$ cat src/rtl/bqse_pkg.sv
// ============================================================================
// Biquadratic shape evaluator package
// Fixed-point widths, node tables and shared types for the Q2 shape evaluator.
// ============================================================================
package bqse_pkg;

    // Fractional bits of coordinates and results.
    localparam int FRAC_BITS = 16;

    // Port field widths.
    localparam int COORD_W = 18;
    localparam int VAL_W   = 18;
    localparam int GRAD_W  = 19;
    localparam int NODE_W  = 4;

    // Internal widths, sized for any 18-bit coordinate at 16 fractional bits.
    // Twice a 1D polynomial at scale S^2 lies within -3*2^33 .. 3*2^33.
    localparam int MUL_W  = 36;
    localparam int PMAG_W = 35;
    // Twice a 1D derivative at scale S lies within -2^19 .. 2^19.
    localparam int DER_W  = 21;
    localparam int DMAG_W = 20;
    // Polynomial magnitudes are split in two halves for the products.
    localparam int SPLIT  = 18;
    localparam int PHI_W  = PMAG_W - SPLIT;

    localparam int VAL_SHIFT  = 3 * FRAC_BITS + 2;
    localparam int GRAD_SHIFT = 2 * FRAC_BITS + 2;
    localparam int VSUM_W     = 70;
    localparam int GSUM_W     = 55;
    localparam int VMAG_W     = VSUM_W - VAL_SHIFT;
    localparam int GMAG_W     = GSUM_W - GRAD_SHIFT;

    localparam logic [VSUM_W-1:0] VAL_HALF  = VSUM_W'(1) << (VAL_SHIFT - 1);
    localparam logic [GSUM_W-1:0] GRAD_HALF = GSUM_W'(1) << (GRAD_SHIFT - 1);
    localparam logic [VMAG_W-1:0] VAL_LIM   = VMAG_W'(1) << FRAC_BITS;
    localparam logic [GMAG_W-1:0] GRAD_LIM  = GMAG_W'(1) << (FRAC_BITS + 1);

    typedef logic [NODE_W-1:0] node_idx_t;
    localparam node_idx_t NODE_LAST = node_idx_t'(8);

    // Which 1D quadratic a node uses along one axis.
    typedef enum logic [1:0] {
        SEL_MINUS = 2'd0,
        SEL_ZERO  = 2'd1,
        SEL_PLUS  = 2'd2
    } poly_sel_t;

    // Sign-magnitude terms of one axis, handed to the product stages.
    typedef struct packed {
        logic [PMAG_W-1:0] pmag;
        logic              pneg;
        logic [DMAG_W-1:0] dmag;
        logic              dneg;
    } axis_terms_t;

    // Node order: corners, edge midpoints, center.
    function automatic poly_sel_t ksi_sel(input node_idx_t node);
        poly_sel_t sel;
        unique case (node)
            4'd0, 4'd3, 4'd7: sel = SEL_MINUS;
            4'd1, 4'd2, 4'd5: sel = SEL_PLUS;
            default:          sel = SEL_ZERO;
        endcase
        return sel;
    endfunction

    function automatic poly_sel_t eta_sel(input node_idx_t node);
        poly_sel_t sel;
        unique case (node)
            4'd0, 4'd1, 4'd4: sel = SEL_MINUS;
            4'd2, 4'd3, 4'd6: sel = SEL_PLUS;
            default:          sel = SEL_ZERO;
        endcase
        return sel;
    endfunction

endpackage

$ cat src/rtl/bqse_axis_poly.sv
// ============================================================================
// Axis polynomial stages
// Two pipeline stages that form twice a 1D quadratic and its derivative for
// one coordinate, and hand them on in sign-magnitude form.
// ============================================================================
module bqse_axis_poly (
    input  logic                                 aclk,
    input  logic                                 advance,
    input  logic signed [bqse_pkg::COORD_W-1:0]  coord,
    input  bqse_pkg::poly_sel_t                  sel,
    output bqse_pkg::axis_terms_t                terms
);
    import bqse_pkg::*;

    localparam logic signed [COORD_W:0] ONE_C = (COORD_W + 1)'(2 ** FRAC_BITS);
    localparam logic signed [MUL_W:0]   ONE_SQ =
        (MUL_W + 1)'(64'(1) << (2 * FRAC_BITS));
    localparam logic signed [DER_W-1:0] ONE_D = DER_W'(2 ** FRAC_BITS);

    // Stage one: x * (x + c).
    logic signed [COORD_W:0]     xe;
    logic signed [COORD_W:0]     xc;
    logic signed [MUL_W:0]       prod;
    logic signed [MUL_W-1:0]     mx_reg;
    logic signed [COORD_W-1:0]   x_reg;
    poly_sel_t                   sel_reg;

    assign xe = {coord[COORD_W-1], coord};

    always_comb begin
        unique case (sel)
            SEL_MINUS: xc = xe - ONE_C;
            SEL_PLUS:  xc = xe + ONE_C;
            default:   xc = xe;
        endcase
    end

    assign prod = xe * xc;

    always_ff @(posedge aclk) begin
        if (advance) begin
            mx_reg  <= prod[MUL_W-1:0];
            x_reg   <= coord;
            sel_reg <= sel;
        end
    end

    // Stage two: finish the polynomial and the derivative, take magnitudes.
    logic signed [MUL_W:0]   mx_ext;
    logic signed [MUL_W:0]   p_full;
    logic signed [MUL_W-1:0] p;
    logic signed [MUL_W-1:0] p_abs;
    logic signed [DER_W-1:0] xd;
    logic signed [DER_W-1:0] d;
    logic signed [DER_W-1:0] d_abs;
    axis_terms_t             terms_next;

    assign mx_ext = {mx_reg[MUL_W-1], mx_reg};
    assign xd     = DER_W'(x_reg);

    always_comb begin
        unique case (sel_reg)
            SEL_MINUS: begin
                p_full = mx_ext;
                d      = (xd <<< 1) - ONE_D;
            end
            SEL_PLUS: begin
                p_full = mx_ext;
                d      = (xd <<< 1) + ONE_D;
            end
            default: begin
                // Center polynomial: 2 * (S^2 - x^2), slope -4x.
                p_full = (ONE_SQ - mx_ext) <<< 1;
                d      = -(xd <<< 2);
            end
        endcase
    end

    assign p     = p_full[MUL_W-1:0];
    assign p_abs = p[MUL_W-1] ? -p : p;
    assign d_abs = d[DER_W-1] ? -d : d;

    assign terms_next.pmag = p_abs[PMAG_W-1:0];
    assign terms_next.pneg = p[MUL_W-1];
    assign terms_next.dmag = d_abs[DMAG_W-1:0];
    assign terms_next.dneg = d[DER_W-1];

    always_ff @(posedge aclk) begin
        if (advance) begin
            terms <= terms_next;
        end
    end

endmodule

$ cat config.mk
export PLATFORM = sky130hd
export DESIGN_NAME = bqse_axis_poly
export DESIGN_NICKNAME = d
export VERILOG_FILES = /design/src/rtl/bqse_pkg.sv /design/src/rtl/bqse_axis_poly.sv
export SDC_FILE = /design/constraint.sdc
export NUM_CORES = 1
export LEC_CHECK = 0
export ABC_AREA = 0
export BUFFER_PORTS_ARGS = -buffer_cell sky130_fd_sc_hd__buf_2
export CORE_AREA = 3 3 180 182
export DETAILED_ROUTE_END_ITERATION = 10
export DIE_AREA = 0 0 183 185
export GPL_TIMING_DRIVEN = 1
export HOLD_SLACK_MARGIN = 0.06
export PLACE_DENSITY_LB_ADDON = 0.25
export SYNTH_ARGS = -nofsm -noshare
export SYNTH_HDL_FRONTEND = slang
export SYNTH_SLANG_ARGS = --single-unit
$ cat constraint.sdc
create_clock -name aclk -period 6.95 [get_ports aclk]
set_clock_uncertainty 0.2 [all_clocks]
set_input_delay 0.3475 -clock aclk [delete_from_list [all_inputs] [get_ports aclk]]
set_output_delay 0.3475 -clock aclk [all_outputs]
set_load 0.02 [all_outputs]
---- Word-level counts from Yosys, hierarchy flattened ----
Cells that the tools add are included.
storage, ports and cells
  ROM bits ................................ 0
  bits in registers ....................... 113
  word-level logic and storage cells ...... 26
  bits in writable memories ............... 0
  memories kept ........................... 0
  bits in latches ......................... 0
cells by class
  eq/ne operators ......................... 2
  shift operators ......................... 0
  $mul .................................... 1
  bitwise operators ....................... 0
  divide/modulo/power cells ............... 0
  mux-type cells .......................... 5
  add/sub/neg operators ................... 8
  order comparisons ....................... 0
  reductions and logical operators ........ 3
operator list
  operator                number
  $pmux 21 s2             1
  $pmux 19 s2             1
  $mul 18x19->36          1
  $mux 36                 1
  $mux 35                 1
  $neg 35->35             1
  $sub 34x35->35 const A  1
  $neg 20->21             1
  $add 19x18->20 const B  1
  $mux 20                 1
  $neg 20->20             1
  $sub 19x18->20 const B  1
  $add 18x18->19 const B  1
  $sub 18x18->19 const B  1
  $eq 2x2->1 const B      2
  $logic_not 2->1         2
  $reduce_or 2->1         1

---- Logic depth before layout (Yosys ltp) ----
Gate-level depths: netlist of the first run.
  depth in word-level cells ............... 5
  gate-level depth with buffers ........... 30
  depth with buffers taken out ............ 26

---- Worst setup path before layout of the first run ----
OpenSTA, ideal clock, no wires.
  kind .................................... input to register
  start point ............................. in coord[17] (netlist bit)
  end point ............................... reg mx_reg[32], data pin
  arrival ................................. 7.156 ns
  data required time ...................... 6.479 ns
  setup slack ............................. -0.677 ns
  path buffers ............................ 4
  stages .................................. 28
  cell sequence ........................... inv_1 -> clkbuf_1 -> fa_1 -> mux2i_1 -> clkbuf_1 -> clkbuf_1 -> nand2_1 -> fa_1 -> xor2_1 -> xnor2_1 -> ha_1 -> inv_1 -> fa_1 -> inv_1 -> fa_1 -> inv_1 -> fa_1 -> inv_1 -> ha_1 -> clkbuf_1 -> a21o_1 -> a21o_1 -> a21o_1 -> a31oi_1 -> o21ai_0 -> or3_1 -> nand3_1 -> a211oi_1
on the way
  word-level cells in the longest chain between the ends .. 3
RTL lines
  what                                              RTL line                                    RTL
  start, declared                                   bqse_axis_poly.sv:9                         input logic signed [bqse_pkg::COORD_W-1:0] coord,
  $add 18x18->19 or $sub 18x18->19 (tied branches)  bqse_axis_poly.sv:33, bqse_axis_poly.sv:32
  $pmux 19 s2                                       bqse_axis_poly.sv:31                        unique case (sel)
  $mul 18x19->36 *                                  bqse_axis_poly.sv:38                        assign prod = xe * xc;
  net prod[32]                                      bqse_axis_poly.sv:23                        logic signed [MUL_W:0] prod;
  end signal, assigned                              bqse_axis_poly.sv:42                        mx_reg <= prod[MUL_W-1:0];
  end, declared                                     bqse_axis_poly.sv:24                        logic signed [MUL_W-1:0] mx_reg;
Mark *: on every way through the listed nets, which the timed path passes. The rest lies on a longest branch.
A chain may end at the register's enable or synchronous reset.

---- Worst setup path in the final report of the first run ----
  start point ............................. in sel[1]
  end point ............................... reg mx_reg[31], data pin
on the way
  word-level cells in the longest chain between the ends .. 3
RTL lines
  what                                           RTL line              RTL
  start, declared                                bqse_axis_poly.sv:10  input bqse_pkg::poly_sel_t sel,
  $eq 2x2->1 or $logic_not 2->1 (tied branches)  bqse_axis_poly.sv:31
  $pmux 19 s2 *                                  bqse_axis_poly.sv:31
  $mul 18x19->36 *                               bqse_axis_poly.sv:38
  net prod[31]                                   bqse_axis_poly.sv:23
Marks and branches as above.

==> metrics, run 1 <==
status=finished, final reports clean; Placer Congestion=roughly 0.93; # setup viols final=0; fin area=19,680 um2; TritonRoute pass-1 iters=7; CTS tree=done; Root Buffer=clkbuf_16; Overflow after GRT=0; CTS Buffer Depth=2; crit end category=flop; Syn Inst Count=1,927; share of layout cells above drive strength 1=0.09816; Die ar.=roughly 34,000 um2; Critical Path Source Type=input pin; Yosys top cell by area=fa_1; via count=roughly 13,000; Data required, critical path=between 6000 and 7000 ps; Layout Nets=2,439; worst-margin pin slew=between 800 and 900 ps; minimum clock period=approximately 6700 ps; Layout area overhead=7.947%; ranking of synthesized cells by area=fa_1 33%, edfxtp_1 18%, inv_1 8.8%, ha_1 8.1%, xnor2_1 4.8%; RSZ-0062 raised after global routing=no; max-cap violation count=0; post-synthesis async set-or-reset flop share=0; pin count of the biggest net entering global routing=between 50 and 60; Final Hold Viols=0; # diodes=0; Core ar.=30,750 um2; Detail Route Antenna Nets=0; # rows=64; Avg WL per Cell=17.30 um; Slew HR=0.4399; Initial Utilization=0.5929; hold_ws=222.8 ps; Warnings, synthesis=0; #FFs+latches synth=109; clock-pin slew on the worst setup and hold paths=~60 ps; Achievable Freq=0.1494 GHz; I/O pins=79; IO buf count=77; H-tree lvl count=3; Clk Latency, worst-skew pair=roughly 340 ps; CP peak stage delay=560 ps; most common cell after layout, fill and taps aside=inv_1; Hold WC Path Type=input pin to flop; total clock sinks=109; Crit-path slowest cell=fa_1; post-DR vias/cell=approximately 5.5; max FFs per register=55; first-pass GRT wire length=69.84 mm; Setup crit start=sel[1]; CTS Buf Count=9; Detailed Route WL=41.56 mm; Post-Syn Area=18,230 um2; sequential area share after synthesis=0.1795; worst reg2reg startpoint=mx_reg[0]; initial antenna violation count=0; Detailed Place HPWL=34.85 mm; synthesized area per cell=9.462 um2; vias in the first global route=between 10,000 and 15,000; most frequent cell on the critical path=fa_1; fin. max-slew vios=0; gr usage total=0.2583; beginning of the worst hold path=sel[0]; most frequent cells in the layout=426 x inv_1, 295 x fa_1, 157 x nand2_1; die height=185 um; number of flops mapped to enable cells by yosys=109; # DRC=0; top_reg_cell synth=edfxtp_1; Post-DP Area=19,390 um2; crit path DAT=6590 ps; critical path class=input pin to flop; Max FO, Critical Path=8; Die Wd=183 um; DRT iter0 DRCs=950; period utilisation layout=0.9630; Mapped Nets=2,363; top-area cell type share of the netlist area=0.3250; CP cell instances=buf_2 -> nor2b_1 -> fa_1 -> mux2_4 -> and2_1 -> ha_1 -> a31oi_1 -> fa_1 -> fa_1 -> inv_1 -> fa_1 -> fa_1 -> inv_1 -> fa_1 -> inv_1 -> ha_1 -> a21o_1 -> a21o_1 -> a21oi_1 -> o21ai_0 -> a22o_1 -> a211oi_2 -> buf_4 -> xnor2_1; Post-CTS Setup Inserts=0; Netlist cell types=73
==> worst paths after layout <==
check,end,slack (ps),cells after the start
worst min-delay path,sel_reg[0],220,2
worst max register to register,terms[30],2390,10
worst max-delay path,mx_reg[31],260,24
worst min register to register,terms[48],610,2
==> timing repair <==
action,CTS,global route
resized for setup,0,2
endpoints found under the hold margin,1,0
setup endpoints to repair,0,2
hold buffers,1,0
==> through the flow <==
step | TNS (ps) | worst slack [ps] | util | std cells
2_1_floorplan | 0 | 54.95 | - | 1927
3_3_place_gp | 0 | 37.25 | 0.6306 | 2387
3_5_place_dp | -343.9 | -110.3 | 0.6306 | 2387
4_1_cts | 0 | 258.6 | 0.6396 | 2403
5_1_grt | 0 | 28.82 | 0.6401 | 2403
6_report | 0 | 257.0 | 0.6401 | 2403
==> synthesized netlist by cell type (17+ instances only) <==
| master | number |
|---|---|
| edfxtp_1 | 109 |
| and2_1 | 72 |
| xor2_1 | 52 |
| nand2b_1 | 17 |
| fa_1 | 296 |
| a21o_1 | 17 |
| nand3_1 | 17 |
| nor2b_1 | 24 |
| nand2_1 | 159 |
| nor3_1 | 20 |
| or4_1 | 19 |
| ha_1 | 118 |
| a21oi_1 | 53 |
| o21ai_0 | 42 |
| nor2_1 | 89 |
| clkbuf_1 | 67 |
| inv_1 | 427 |
| a31oi_1 | 27 |
| xnor2_1 | 100 |
==> cells by family (layout without fill, tap and decap cells) <==
kind of cell,Yosys count,after routing,share of synthesized area
AO/OA/AOI/OAI,232,232,0.08352
buffers and inverters,510,590,0.1069
multiplexers,19,19,0.01084
AND/OR/NAND/NOR,488,488,0.1389
adder cells (fa/ha/maj),416,416,0.4071
flip-flops,109,109,0.1795
XOR/XNOR,152,152,0.07302
other,1,1,0.0002057
==> worst max-delay path, delay by kind of cell <==
kind / cells / cell delay (ps)
and+or+nand+nor: 2 / 390
buffers and inverters: 5 / 440
adders and majority gates: 8 / 3610
muxes: 1 / 350
xor gates and xnor gates: 1 / 50
AOI/OAI and AO/OA: 7 / 1370
==> layer usage <==
| layer | GRT usage | part of all wire | routed length (um) | up-vias |
|---|---|---|---|---|
| met5 | 0 | 0 | 0 | - |
| met1 | 0.3441 | 0.42 | 17550 | 6441 |
| li1 | - | - | - | 6232 |
| met2 | 0.4380 | 0.48 | 19850 | 471 |
| met3 | 0.04124 | 0.068 | 2833 | 80 |
| met4 | 0.08410 | 0.032 | 1335 | 0 |
==> layout make-up <==
type | count | area (um2)
multi-input combinational | 1308 | 13100
clock buffer | 9 | 225.2
fill | 2504 | 11070
tap | 396 | 495.5
sequential | 109 | 3273
clock inverter | 6 | 41.29
timing repair buffer | 146 | 933.4
inverter | 429 | 1614
Power of run 1 is left out: the tool's default activity adds up to more than one toggle a clock period on the data nets, which glitch-free logic cannot reach.
==> run 2: changes to the inputs <==
CORE_AREA = 3 3 179 181   (was 3 3 180 182)
DIE_AREA = 0 0 182 184   (was 0 0 183 185)
clock period = 7.8 ns   (was 6.95 ns; I/O delays follow)
==> metrics, run 2 (same netlist as run 1, synthesis figures left out) <==
status=finished, final reports clean; reg2reg path depth=8; worst-margin pin slew=654.3 ps; pre-CTS setup slack=433.9 ps; # rows=64; share of layout cells above drive strength 1=0.07622; vias in the first global route=~14,000; Clk Latency, worst-skew pair=between 300 and 400 ps; hold_ws=between 100 and 150 ps; Crit-path slowest cell=fa_1; Detail Route Antenna Nets=0; I/O pins=79; RSZ-0062 raised after global routing=no; hold worst-path end=sel_reg[0]; most frequent cells in the layout=427 x inv_1, 296 x fa_1, 159 x nand2_1; fin. max-slew vios=0; post-route setup slack=just under 400 ps; # setup viols final=0; period utilisation layout=0.9500; Data required, critical path=around 7700 ps; IO buf count=77; Final Hold Viols=0; beginning of the worst hold path=sel[0]; worst reg-to-reg setup slack=3450 ps; Slew HR=0.5638; Achievable Freq=0.1350 GHz; CTS tree=done; Layout Nets=between 2,000 and 2,500; total clock sinks=109; worst reg2reg startpoint=mx_reg[0]; crit path DAT=7290 ps; # diodes=0; die height=roughly 180 um; pin count of the biggest net entering global routing=57; most frequent cell on the critical path=fa_1; minimum clock period=7410 ps; Critical Path Source Type=input pin; Initial Utilization=0.5960; most common cell after layout, fill and taps aside=inv_1; initial antenna violation count=0; fillers=2,504; Detailed Route WL=41.13 mm; top sig layer=met4; # DRC=0; setup TNS=0 ps; gr usage total=0.2561; first-pass GRT wire length=68.70 mm; Placer Congestion=0.9111; Core ar.=slightly above 30,000 um2; routed wl met3=2.600 mm; CP peak stage delay=around 550 ps; Avg WL per Cell=17.40 um; max-cap violation count=0; Max FO, Critical Path=23; DRT iter0 DRCs=1,119; Hold WC Path Type=input pin to flop; crit end category=flop; met1 WL=17.49 mm; Root Buffer=clkbuf_16; Die ar.=33,490 um2; critical path class=input pin to flop; TritonRoute pass-1 iters=5; H-tree lvl count=3; Die Wd=around 180 um; routed wl met2=roughly 20 mm; Overflow after GRT=0; post-DR vias/cell=5.571; clock-pin slew on the worst setup and hold paths=80 ps; CTS Buf Count=9; CTS Buffer Depth=2; max FFs per register=55; Post-CTS Setup Inserts=0; r2r endpoint=terms[56]; WHS Path Cells=1; Detailed Place HPWL=33.78 mm; Layout area overhead=5.895%; via count=between 10,000 and 15,000
## run 2: changes by cell type in the layout (fill, tap and decap cells not counted), moves of 2 or more
cell	delta
buf_12	-2
buf_4	-39
clkinvlp_4	-3
inv_6	+2
inv_8	+2
nand2_1	+2
nand2_2	-2
xor2_4	-2
## run 2: final cells by class
cell class / count / area, um2 / area share
repair buffers: 106 / 611.8 / 0.03169
clock inverters: 7 / 57.56 / 0.002981
inverters: 429 / 1610 / 0.08340
clock buffers: 9 / 225.2 / 0.01166
well taps: 396 / 495.5 / 0.02566
flip-flops and latches: 109 / 3273 / 0.1695
multi-input cells: 1308 / 13030 / 0.6751
## run 2: critical path: cells and delay by family
family	cells	cell delay (ps)
adders and majority gates	8	3580
buffers and inverters	7	1210
AOI/OAI and AO/OA	6	900
and+or+nand+nor	4	800
xor gates and xnor gates	1	220
muxes	1	180
## run 2: what timing repair did
action | 4_1_cts | 5_1_grt
hold buffers | 1 | 0
resized for setup | 0 | 4
hold endpoints to repair | 1 | 0
setup endpoints to repair | 0 | 3
## run 2: stage by stage
step	std cells	utilization	cell area (um2)
5_1_grt	2364	0.6312	19310
2_1_floorplan	1927	-	18230
3_5_place_dp	2347	0.6208	18990
4_1_cts	2364	0.6304	19280
3_3_place_gp	2347	0.6208	18990
6_report	2364	0.6312	19310
## run 2: worst max-delay path by stage
stage / start / to / slack, ps / cells after the start
CTS: sel[1] / mx_reg[33] / 260 / 26
global route: sel[1] / mx_reg[32] / 30 / 27
finish: sel[1] / mx_reg[32] / 390 / 27
global placement: sel[0] / mx_reg[33] / 620 / 22
detailed placement: sel[0] / mx_reg[33] / 430 / 25
floorplan: coord[17] / mx_reg[32] / 130 / 28
## run 2: per-layer routing
metal  vias up  GRT usage
met5         -          0
li1       6152          -
met3        71    0.03799
met1      6485     0.3440
met4         0    0.07434
met2       462     0.4369
Power of run 2 is left out for the same reason.
